File: config.mk
export PLATFORM = sky130hd
export DESIGN_NAME = drag_hit_test_tracker_flat
export DESIGN_NICKNAME = d
export VERILOG_FILES = /design/src/hw/rtl/dht_pkg.sv /design/src/hw/rtl/dht_evt_if.sv /design/src/hw/rtl/dht_res_if.sv /design/src/hw/rtl/drag_hit_test_tracker.sv /design/src/flat_wrapper.sv
export SDC_FILE = /design/constraint.sdc
export NUM_CORES = 1
export LEC_CHECK = 0
export BUFFER_PORTS_ARGS = -buffer_cell sky130_fd_sc_hd__buf_2
export CAP_MARGIN = 30
export CELL_PAD_IN_SITES_DETAIL_PLACEMENT = 0
export CELL_PAD_IN_SITES_GLOBAL_PLACEMENT = 1
export CORE_MARGIN = 1.5
export CORE_UTILIZATION = 51
export DETAILED_ROUTE_END_ITERATION = 10
export PLACE_DENSITY = 0.83
export SETUP_SLACK_MARGIN = 0.2
export SLEW_MARGIN = 30
export SYNTH_ARGS = -nofsm -noshare
export SYNTH_HDL_FRONTEND = slang
export SYNTH_SLANG_ARGS = --single-unit
export TNS_END_PERCENT = 10
File: constraint.sdc
create_clock -name clk -period 4.93 [get_ports clk]
set_input_delay 0.7395 -clock clk [delete_from_list [all_inputs] [get_ports clk]]
set_output_delay 0.7395 -clock clk [all_outputs]
set_load 0.005 [all_outputs]
File: src/hw/rtl/dht_pkg.sv
// Shared types and constants of the drag hit-test tracker.
// No dependencies; the interfaces and the top level use it.
package dht_pkg;

	localparam int PIX_W   = 11;
	localparam int SCALE_W = 11;
	localparam int HALF_W  = 17;
	localparam int POS_W   = 20;
	localparam int FUNC_W  = 2;
	localparam int BTN_W   = 3;

	localparam int CFG_W     = 17;
	localparam int CFG_IDX_W = 2;

	localparam int POS_MAX = 524287;
	localparam int POS_MIN = -524288;

	// event kinds
	localparam logic [FUNC_W-1:0] FUNC_PRESS   = 2'd0;
	localparam logic [FUNC_W-1:0] FUNC_RELEASE = 2'd1;
	localparam logic [FUNC_W-1:0] FUNC_MOVE    = 2'd2;

	localparam logic [BTN_W-1:0] BTN_LEFT = 3'd0;

	// register indexes
	localparam logic [CFG_IDX_W-1:0] REG_X_SCALE = 2'd0;
	localparam logic [CFG_IDX_W-1:0] REG_Y_SCALE = 2'd1;
	localparam logic [CFG_IDX_W-1:0] REG_HALF    = 2'd2;

	localparam logic [SCALE_W-1:0] X_SCALE_RESET = 11'd400;
	localparam logic [SCALE_W-1:0] Y_SCALE_RESET = 11'd300;
	localparam logic [HALF_W-1:0]  HALF_RESET    = 17'd6554;

endpackage

File: src/hw/rtl/dht_evt_if.sv
// Pointer event channel: valid/ready handshake and the event fields.
// Depends on dht_pkg for field widths.
interface dht_evt_if;
	logic                        valid;
	logic                        ready;
	logic [dht_pkg::FUNC_W-1:0]  func;
	logic [dht_pkg::BTN_W-1:0]   button;
	logic [dht_pkg::PIX_W-1:0]   cursor_x;
	logic [dht_pkg::PIX_W-1:0]   cursor_y;

	modport source (output valid, func, button, cursor_x, cursor_y, input ready);
	modport sink   (input valid, func, button, cursor_x, cursor_y, output ready);
endinterface

File: src/hw/rtl/dht_res_if.sv
// Result channel: valid/ready handshake and the tracker state after an event.
// Depends on dht_pkg for field widths.
interface dht_res_if;
	logic                              valid;
	logic                              ready;
	logic                              dragging;
	logic                              hit;
	logic signed [dht_pkg::POS_W-1:0]  object_x;
	logic signed [dht_pkg::POS_W-1:0]  object_y;

	modport source (output valid, dragging, hit, object_x, object_y, input ready);
	modport sink   (input valid, dragging, hit, object_x, object_y, output ready);
endinterface

File: src/hw/rtl/drag_hit_test_tracker.sv
// Drag hit-test tracker top level: event sequencer, shared divider, hit test.
// Depends on dht_pkg, dht_evt_if and dht_res_if.
//
// Each pointer event item is taken while the block is idle, then the cursor
// position is normalised by one shared restoring divider, one quotient bit per
// cycle: first x / x_scale_pixels, then y / y_scale_pixels. The normalise state
// subtracts the unit from the x quotient and the y quotient from the unit,
// saturates both to the 20-bit range and forms the square's bounds; the
// evaluate state then compares and commits. An item occupies the block until
// its commit, and the next item is taken only once the block is back in idle.
// The result sits in an output register, so the following item is accepted
// while it waits; the commit holds only while that register is full and not
// being taken. Every event yields exactly one result. For the axis-aligned
// square the even-odd ray test reduces to a half-open box check (left and
// bottom edges in, right and top edges out), and a zero half size never hits.
// A scale register holding zero divides as if it held one.
module drag_hit_test_tracker #(
	parameter int FRAC_BITS = 16
) (
	input  logic                          clk,
	input  logic                          arst_n,
	input  logic                          cfg_we,
	input  logic [dht_pkg::CFG_IDX_W-1:0] cfg_index,
	input  logic [dht_pkg::CFG_W-1:0]     cfg_data,
	dht_evt_if.sink                       evt,
	dht_res_if.source                     res
);
	import dht_pkg::*;

	localparam int Q_W  = PIX_W + FRAC_BITS;      // dividend and quotient width
	localparam int CNT_W = $clog2(Q_W);
	localparam int D_W  = Q_W + 2;                // signed working width
	localparam int B_W  = POS_W + 2;              // bounds width

	localparam logic signed [D_W-1:0] ONE_FX  = D_W'(64'd1 << FRAC_BITS);
	localparam logic signed [D_W-1:0] SAT_MAX = D_W'(POS_MAX);
	localparam logic signed [D_W-1:0] SAT_MIN = D_W'(POS_MIN);

	typedef enum logic [4:0] {
		ST_IDLE = 5'b00001,
		ST_DIVX = 5'b00010,
		ST_DIVY = 5'b00100,
		ST_NORM = 5'b01000,
		ST_EVAL = 5'b10000
	} state_t;

	function automatic logic signed [POS_W-1:0] sat_pos(input logic signed [D_W-1:0] v);
		logic signed [POS_W-1:0] r;
		if (v > SAT_MAX) begin
			r = POS_W'(SAT_MAX);
		end else if (v < SAT_MIN) begin
			r = POS_W'(SAT_MIN);
		end else begin
			r = v[POS_W-1:0];
		end
		return r;
	endfunction

	state_t state_q;

	// configuration
	logic [SCALE_W-1:0] x_scale_q, y_scale_q;
	logic [HALF_W-1:0]  half_q;

	// tracker state
	logic signed [POS_W-1:0] obj_x_q, obj_y_q;
	logic                    drag_q;

	// captured event
	logic [FUNC_W-1:0] func_q;
	logic [BTN_W-1:0]  btn_q;
	logic [PIX_W-1:0]  cur_y_q;

	// divider
	logic [Q_W-1:0]     num_q;
	logic [SCALE_W-1:0] rem_q;
	logic [SCALE_W-1:0] div_q;
	logic [CNT_W-1:0]   cnt_q;
	logic [Q_W-1:0]     qx_q;

	// normalised point and square bounds
	logic signed [POS_W-1:0] nx_q, ny_q;
	logic signed [B_W-1:0]   lo_x_q, hi_x_q, lo_y_q, hi_y_q;
	logic                    half_nz_q;

	// result register
	logic                    res_valid_q;
	logic                    res_drag_q, res_hit_q;
	logic signed [POS_W-1:0] res_x_q, res_y_q;

	logic [SCALE_W:0]   shifted, trial;
	logic               ge;
	logic [SCALE_W-1:0] rem_nxt;
	logic [Q_W-1:0]     num_nxt;
	logic [SCALE_W-1:0] xs_eff, ys_eff;
	logic               div_last;
	logic               out_free;
	logic               commit;
	logic               hit;
	logic               left;
	logic signed [B_W-1:0] ox_e, oy_e, h_e, px_e, py_e;

	// restoring divide step
	always_comb begin
		shifted = {rem_q, num_q[Q_W-1]};
		trial   = shifted - {1'b0, div_q};
		ge      = shifted >= {1'b0, div_q};
		rem_nxt = ge ? trial[SCALE_W-1:0] : shifted[SCALE_W-1:0];
		num_nxt = {num_q[Q_W-2:0], ge};
	end

	assign xs_eff   = (x_scale_q == '0) ? SCALE_W'(1) : x_scale_q;
	assign ys_eff   = (y_scale_q == '0) ? SCALE_W'(1) : y_scale_q;
	assign div_last = (cnt_q == '0);

	assign ox_e = B_W'(obj_x_q);
	assign oy_e = B_W'(obj_y_q);
	assign h_e  = $signed({{(B_W-HALF_W){1'b0}}, half_q});
	assign px_e = B_W'(nx_q);
	assign py_e = B_W'(ny_q);

	// half-open box: what the even-odd ray test gives for this square
	assign hit = half_nz_q && (px_e >= lo_x_q) && (px_e < hi_x_q)
	             && (py_e >= lo_y_q) && (py_e < hi_y_q);

	assign left     = (btn_q == BTN_LEFT);
	assign out_free = !res_valid_q || res.ready;
	assign commit   = (state_q == ST_EVAL) && out_free;

	assign evt.ready    = (state_q == ST_IDLE);
	assign res.valid    = res_valid_q;
	assign res.dragging = res_drag_q;
	assign res.hit      = res_hit_q;
	assign res.object_x = res_x_q;
	assign res.object_y = res_y_q;

	// configuration registers
	always_ff @(posedge clk or negedge arst_n) begin
		if (!arst_n) begin
			x_scale_q <= X_SCALE_RESET;
			y_scale_q <= Y_SCALE_RESET;
			half_q    <= HALF_RESET;
		end else if (cfg_we) begin
			unique case (cfg_index)
				REG_X_SCALE: x_scale_q <= cfg_data[SCALE_W-1:0];
				REG_Y_SCALE: y_scale_q <= cfg_data[SCALE_W-1:0];
				REG_HALF:    half_q    <= cfg_data[HALF_W-1:0];
				default:     ;
			endcase
		end
	end

	// sequencer and tracker state
	always_ff @(posedge clk or negedge arst_n) begin
		if (!arst_n) begin
			state_q     <= ST_IDLE;
			drag_q      <= 1'b0;
			obj_x_q     <= '0;
			obj_y_q     <= '0;
			res_valid_q <= 1'b0;
		end else begin
			if (commit) begin
				res_valid_q <= 1'b1;
			end else if (res.ready) begin
				res_valid_q <= 1'b0;
			end

			unique case (state_q)
				ST_IDLE: begin
					if (evt.valid) begin
						state_q <= ST_DIVX;
					end
				end
				ST_DIVX: begin
					if (div_last) begin
						state_q <= ST_DIVY;
					end
				end
				ST_DIVY: begin
					if (div_last) begin
						state_q <= ST_NORM;
					end
				end
				ST_NORM: begin
					state_q <= ST_EVAL;
				end
				ST_EVAL: begin
					if (out_free) begin
						state_q <= ST_IDLE;
						priority if (func_q == FUNC_PRESS && left) begin
							if (hit) begin
								drag_q <= 1'b1;
							end
						end else if (func_q == FUNC_RELEASE && left) begin
							drag_q <= 1'b0;
						end else if (func_q == FUNC_MOVE && drag_q) begin
							obj_x_q <= nx_q;
							obj_y_q <= ny_q;
						end else begin
						end
					end
				end
				default: state_q <= ST_IDLE;
			endcase
		end
	end

	// datapath: capture, divider iterations, normalisation, result
	always_ff @(posedge clk) begin
		unique case (state_q)
			ST_IDLE: begin
				func_q  <= evt.func;
				btn_q   <= evt.button;
				cur_y_q <= evt.cursor_y;
				num_q   <= {evt.cursor_x, {FRAC_BITS{1'b0}}};
				rem_q   <= '0;
				div_q   <= xs_eff;
				cnt_q   <= CNT_W'(Q_W - 1);
			end
			ST_DIVX: begin
				if (div_last) begin
					// x quotient done; reload the unit for y
					qx_q  <= num_nxt;
					num_q <= {cur_y_q, {FRAC_BITS{1'b0}}};
					rem_q <= '0;
					div_q <= ys_eff;
					cnt_q <= CNT_W'(Q_W - 1);
				end else begin
					num_q <= num_nxt;
					rem_q <= rem_nxt;
					cnt_q <= cnt_q - CNT_W'(1);
				end
			end
			ST_DIVY: begin
				num_q <= num_nxt;
				rem_q <= rem_nxt;
				cnt_q <= cnt_q - CNT_W'(1);
			end
			ST_NORM: begin
				nx_q      <= sat_pos($signed({2'b00, qx_q}) - ONE_FX);
				ny_q      <= sat_pos(ONE_FX - $signed({2'b00, num_q}));
				lo_x_q    <= ox_e - h_e;
				hi_x_q    <= ox_e + h_e;
				lo_y_q    <= oy_e - h_e;
				hi_y_q    <= oy_e + h_e;
				half_nz_q <= (half_q != '0);
			end
			ST_EVAL: begin
				if (out_free) begin
					res_hit_q <= (func_q == FUNC_PRESS) && left && hit;
					priority if (func_q == FUNC_PRESS && left) begin
						res_drag_q <= drag_q | hit;
						res_x_q    <= obj_x_q;
						res_y_q    <= obj_y_q;
					end else if (func_q == FUNC_RELEASE && left) begin
						res_drag_q <= 1'b0;
						res_x_q    <= obj_x_q;
						res_y_q    <= obj_y_q;
					end else if (func_q == FUNC_MOVE && drag_q) begin
						res_drag_q <= 1'b1;
						res_x_q    <= nx_q;
						res_y_q    <= ny_q;
					end else begin
						res_drag_q <= drag_q;
						res_x_q    <= obj_x_q;
						res_y_q    <= obj_y_q;
					end
				end
			end
			default: ;
		endcase
	end

endmodule

File: src/flat_wrapper.sv
// flat-port wrapper written by rule: the top's interface ports become plain ports
module drag_hit_test_tracker_flat import dht_pkg::*;
#(
	parameter int FRAC_BITS = 16
)
  (clk, arst_n, cfg_we, cfg_index, cfg_data, evt_valid, evt_func, evt_button, evt_cursor_x, evt_cursor_y, evt_ready, res_valid, res_dragging, res_hit, res_object_x, res_object_y, res_ready);
  dht_evt_if evt_i ();
  dht_res_if res_i ();
  input  logic clk;
  input  logic arst_n;
  input  logic cfg_we;
  input  logic [dht_pkg::CFG_IDX_W-1:0] cfg_index;
  input  logic [dht_pkg::CFG_W-1:0] cfg_data;
  input wire logic [$bits(evt_i.valid)-1:0] evt_valid;
  input wire logic [$bits(evt_i.func)-1:0] evt_func;
  input wire logic [$bits(evt_i.button)-1:0] evt_button;
  input wire logic [$bits(evt_i.cursor_x)-1:0] evt_cursor_x;
  input wire logic [$bits(evt_i.cursor_y)-1:0] evt_cursor_y;
  output wire logic [$bits(evt_i.ready)-1:0] evt_ready;
  output wire logic [$bits(res_i.valid)-1:0] res_valid;
  output wire logic [$bits(res_i.dragging)-1:0] res_dragging;
  output wire logic [$bits(res_i.hit)-1:0] res_hit;
  output wire logic [$bits(res_i.object_x)-1:0] res_object_x;
  output wire logic [$bits(res_i.object_y)-1:0] res_object_y;
  input wire logic [$bits(res_i.ready)-1:0] res_ready;
  assign evt_i.valid = evt_valid;
  assign evt_i.func = evt_func;
  assign evt_i.button = evt_button;
  assign evt_i.cursor_x = evt_cursor_x;
  assign evt_i.cursor_y = evt_cursor_y;
  assign evt_ready = evt_i.ready;
  assign res_valid = res_i.valid;
  assign res_dragging = res_i.dragging;
  assign res_hit = res_i.hit;
  assign res_object_x = res_i.object_x;
  assign res_object_y = res_i.object_y;
  assign res_i.ready = res_ready;
  drag_hit_test_tracker #(.FRAC_BITS(FRAC_BITS)) u_core (.clk(clk), .arst_n(arst_n), .cfg_we(cfg_we), .cfg_index(cfg_index), .cfg_data(cfg_data), .evt(evt_i), .res(res_i));
endmodule
# == Yosys cells after proc, flatten, opt, wreduce, memory -nomap -nowiden ==
# Index checks and enable logic that the tools add are counted.
# op_classes
addsub,8
n_mul,0
div_mod_pow,0
magnitude_cmp,9
eq_ne,14
shifts,0
muxes,32
bitwise_logic,1
reduce_logical,30
# op_table
op,count
2-to-1 mux 20 bit,8
case mux 27 bit (3 select lines),1
greater-than comparator 29 x 20 -> 1 bit (second input constant),2
< comparator 29 x 20 -> 1 bit (second input constant),2
2-to-1 mux 11 bit,5
greater-or-equal comparator 20 x 22 -> 1 bit,2
< comparator 20 x 22 -> 1 bit,2
adder 20 x 18 -> 21 bit,2
subtractor 20 x 18 -> 21 bit,2
case mux 11 bit (3 select lines),1
subtractor 17 x 27 -> 28 bit (first input constant),1
subtractor 27 x 17 -> 28 bit (second input constant),1
2-to-1 mux 27 bit,1
2-to-1 mux 5 bit,5
case mux 5 bit (5 select lines),1
logical NOT 11 bit,2
case mux 11 bit (2 select lines),1
nonzero test 17 bit,1
case mux 5 bit (3 select lines),1
greater-or-equal comparator 12 x 11 -> 1 bit,1
AND reduction 2 bit,6
subtractor 11 bit,1
logical AND 1 bit,9
2-to-1 mux 1 bit,8
19 further kinds,28
# word_totals
register_bits,354
latch_bits,0
mem_bits_rw,0
romBits,0
input_bits,51
output_inout_bits,44
wordCells,121
mem_count,0

# == Longest topological paths before layout ==
# logic_depth
ltp_word,7
mapped_depth,13
depth_no_buf,12

# == Worst setup path after synthesis ==
# Ideal clock, no wire load.
# synth_path
kind,register to register
start,reg u_core.state_q[4]
end,reg u_core.state_q[0]
setup_time_ps,137
arrival_time_ps,3999
required_ps,4793
path_slack_ps,793
path_stages_with_launch,5
n_path_buf,0
period_less_slack_ps,4137
cell_sequence,dfrtp_1 -> nor3_1 -> and3b_1 -> o21bai_1 -> o22ai_1
# synth_between
elab_chain_len,3
elab_cells_between_ends,11
cone_classes,eq/ne: 9; mux: 1; reduce/logical: 1
# synth_rtl
item,line,source
from (decl),drag_hit_test_tracker.sv:59,state_t state_q;
from (signal assigned),drag_hit_test_tracker.sv:156,state_q <= ST_IDLE;
from (signal assigned),drag_hit_test_tracker.sv:171,state_q <= ST_DIVX;
from (signal assigned),drag_hit_test_tracker.sv:176,state_q <= ST_DIVY;
"equality test 5 bit, or another cell as far along",drag_hit_test_tracker.sv:168,unique case (state_q)
inequality test 2 x 1 -> 1 bit (no line) / inequality test 2 bit (equally long branches),n/a,
AND reduction 4 bit (no line),n/a,
# Parallel ways exist; a longest one is shown, timed or not.
# A chain may end at the register's enable or synchronous reset.

# == Final worst setup path ==
# layout_path
start,reg u_core.half_q[1]
end,reg u_core.hi_y_q[19] (data pin)
# layout_between
elab_chain_len,1
# layout_rtl
item,line,source
from (decl),drag_hit_test_tracker.sv:63,logic [HALF_W-1:0] half_q;
from (signal assigned),drag_hit_test_tracker.sv:147,REG_HALF: half_q <= cfg_data[HALF_W-1:0];
adder 20 x 18 -> 21 bit,drag_hit_test_tracker.sv:245,hi_y_q <= oy_e + h_e;
to (signal assigned),drag_hit_test_tracker.sv:245,
to (decl),drag_hit_test_tracker.sv:83,"logic signed [B_W-1:0] lo_x_q, hi_x_q, lo_y_q, hi_y_q;"
# No other way between the ends.

==> run metrics <==
result of the run=complete, no violations; die area=40200 µm²; RSZ-0062 raised after global routing=no; share of layout cells above drive strength 1=0.193; detailed route wirelength on metal3=2.46 mm; max-slew violation total from the final report=0; area inside the core boundary=38600 µm²; number of hold violations in the final report=0; highest metal layer with signal wires=met5; fraction of synthesized cell area taken by the top area cell type=0.395; library cells used by synthesis=94; worst clock skew on the final layout=0.0213 ns; count of antenna-violating nets left after detailed routing=0; highest clock frequency the design can meet=262 MHz; post-synthesis to final-layout area growth=12.1%; final number of setup-violating endpoints=0; worst-margin pin slew=1.05 ns; Filler cells=3230; mapped cell area=19900 µm²; clock root buffer=sky130_fd_sc_hd__clkbuf_16; final WL=47.4 mm; number of buffers inserted to repair setup after CTS=0; number of violations reported at the end of detailed-routing iteration 0=800; relative max-transition margin=0.292; maximum capacitance violations=0; EDFF count, synth=262; total via count in the routed design=13403; synthesized flop and latch total=348; Max clock buf depth=3; clock latency on the worst-skew pair=0.57 ns; IO buf count=94; final-layout worst hold slack=0.183 ns; post-synthesis net count=1936; Setup TNS=0 ns; CTS tree=built; cts-stage hold buffer count=0; global-route wire length before repair=73.9 mm; Tmin final=3.82 ns; count of inserted antenna diode cells=0; post-synthesis instance total=1715; cell taking the most area after synthesis=sky130_fd_sc_hd__edfxtp_1; Top-Level Pins=95; path category of the worst min-delay check=in -> async; number of levels the H-tree was split into=2; top cells by instance count after synthesis=sky130_fd_sc_hd__edfxtp_1, sky130_fd_sc_hd__inv_1, sky130_fd_sc_hd__ha_1, sky130_fd_sc_hd__mux2_2, sky130_fd_sc_hd__nor2_1; number of search-and-repair iterations in the first detailed-routing pass=5; top post-synthesis cells by area=sky130_fd_sc_hd__edfxtp_1, sky130_fd_sc_hd__ha_1, sky130_fd_sc_hd__dfrtp_1; final worst-path cycle share=0.775; most instantiated library cell after synthesis=sky130_fd_sc_hd__edfxtp_1; via-per-instance ratio=5.67; final core utilization=0.579; vias in the first global route=13340; CP required=5.22 ns; largest net degree at the start of global routing=65; GP Congestion=0.907; final net count=2034; Detailed Place HPWL=35.3 mm; number of clock buffers inserted by TritonCTS=39; antenna violations before repair=1; initial standard-cell utilization of the core=0.516; Resized cells post-CTS=0; wire length on met2=22.7 mm; sequential cell area fraction in the yosys report=0.504; clock slew at reported path FFs=0.06 ns; maximum ir drop on the vdd rail=0.447 mV; largest fanout on the critical path=7; Routed met1 length=20.8 mm; GRT Resource Usage Total=0.237; total chip power=9.30 mW; Avg WL per Cell=20.1 µm; DRC=0; Worst Setup Start Kind=flip-flop; standard-cell row count=72; proportion of synthesized flip-flops having asynchronous set or reset=0.247; nature of the critical path endpoint=flip-flop; die extent in y=201 µm; chip width=201 µm; pwr/cell area=417 nW/µm²; total grt overflow=0; classification of the worst setup path=reg -> reg; Arrival @ worst endpoint=4.11 ns; YS warnings=0; leakage power figure=9.45 nW; prevailing post-synth register cell=sky130_fd_sc_hd__edfxtp_1; TritonCTS sink count=348; average size of a mapped cell=11.6 µm²
-- power breakdown --
group / total [mW] / internal (mW) / switching, mW
Clock: 3.03 / 1.81 / 1.21
Sequential: 4.10 / 3.70 / 0.398
Combinational: 2.18 / 0.893 / 1.29
-- layout by cell type (no fill, tap or decap), types with 17 or more instances in the layout --
master / netlist / routed
sky130_fd_sc_hd__nor3_1: 35 / 34
sky130_fd_sc_hd__ha_1: 165 / 165
sky130_fd_sc_hd__buf_2: 1 / 93
sky130_fd_sc_hd__mux2_2: 128 / 128
sky130_fd_sc_hd__xnor2_1: 63 / 63
sky130_fd_sc_hd__nand2b_1: 20 / 20
sky130_fd_sc_hd__o21bai_1: 17 / 17
sky130_fd_sc_hd__nand2_1: 69 / 68
sky130_fd_sc_hd__a21oi_1: 66 / 66
sky130_fd_sc_hd__nor2b_1: 23 / 23
sky130_fd_sc_hd__nand3_1: 20 / 20
sky130_fd_sc_hd__and3_1: 22 / 21
sky130_fd_sc_hd__dfrtp_1: 71 / 71
sky130_fd_sc_hd__xor2_1: 28 / 28
sky130_fd_sc_hd__o21a_1: 28 / 28
sky130_fd_sc_hd__or3_1: 17 / 17
sky130_fd_sc_hd__clkbuf_16: 0 / 40
sky130_fd_sc_hd__a21o_1: 33 / 33
sky130_fd_sc_hd__edfxtp_1: 262 / 262
sky130_fd_sc_hd__nor4_1: 18 / 18
sky130_fd_sc_hd__o21ai_0: 49 / 49
sky130_fd_sc_hd__inv_1: 182 / 182
sky130_fd_sc_hd__nand4_1: 17 / 17
sky130_fd_sc_hd__nor2_1: 109 / 108
-- through the flow --
stage | worst slack, ns | instances | cell area [µm²]
floorplan | 0.793 | 1715 | 19900
global placement | 1.26 | 2288 | 20900
detailed placement | 1.21 | 2289 | 20900
CTS | 1.18 | 2361 | 22300
global route | 0.918 | 2362 | 22300
finish | 1.11 | 2362 | 22300
-- registers in the layout, summed over array words and instances, names as in the netlist, 17 cells and up --
register	count
u_core.nx_q	20
u_core.qx_q	27
u_core.ny_q	20
u_core.hi_y_q	21
u_core.lo_y_q	20
u_core.half_q	17
u_core.res.object_y	20
u_core.obj_x_q	20
u_core.res.object_x	20
u_core.lo_x_q	21
u_core.obj_y_q	20
u_core.hi_x_q	20
u_core.num_q	27
-- area by class of cell --
type / instances / area (µm²) / share of cell area
repair buffers: 109 / 601 / 0.0269
well taps: 518 / 648 / 0.0290
flip-flops and latches: 348 / 10000 / 0.450
clock buffers: 46 / 1060 / 0.0477
inverters: 183 / 687 / 0.0308
multi-input cells: 1132 / 9000 / 0.403
clock inverters: 26 / 278 / 0.0124
-- final timing paths --
path,startpoint,to,slack [ns],cells past startpoint
max,u_core.half_q[1]$_DFFE_PN1P_,u_core.hi_y_q[19]$_DFFE_PP_,1.11,10
min,arst_n,u_core.obj_x_q[5]$_DFFE_PN0P_,0.18,1
max reg2reg,u_core.half_q[1]$_DFFE_PN1P_,u_core.hi_y_q[19]$_DFFE_PP_,1.11,10
min reg2reg,u_core.x_scale_q[0]$_DFFE_PN0P_,u_core.x_scale_q[0]$_DFFE_PN0P_,0.53,1
max in group asynchronous,arst_n,u_core.state_q[0]$_DFFE_PN1P_,3.86,2
min in group clk,evt_cursor_y[10],u_core.cur_y_q[10]$_DFFE_PP_,0.35,1
-- metal layers --
metal	vias up	global-route usage
li1	6480	-
met4	2	0.0795
met3	87	0.0433
met5	-	0
met1	6509	0.309
met2	325	0.401
-- cell families after synthesis --
kind of cell | count (synthesis) | share of synthesized area
muxes | 138 | 0.0775
DFF | 348 | 0.504
xor gates and xnor gates | 91 | 0.0400
and+or+nand+nor | 415 | 0.112
AOI/OAI and AO/OA | 318 | 0.112
buffers and inverters | 235 | 0.0452
adders and majority gates | 170 | 0.109
-- worst max-delay path, cell delays in order (launching register included) --
cell                        delay (ns)
sky130_fd_sc_hd__dfstp_2          0.61
sky130_fd_sc_hd__inv_1            0.15
sky130_fd_sc_hd__ha_1             0.31
sky130_fd_sc_hd__nor2b_1          0.15
sky130_fd_sc_hd__o311ai_0         0.16
sky130_fd_sc_hd__a21oi_1          0.31
sky130_fd_sc_hd__o21bai_1         0.21
sky130_fd_sc_hd__a2111oi_0        0.80
sky130_fd_sc_hd__o31ai_1          0.33
sky130_fd_sc_hd__o41ai_1          0.39
sky130_fd_sc_hd__xor2_1           0.12
(Power assumes the default switching activity.)
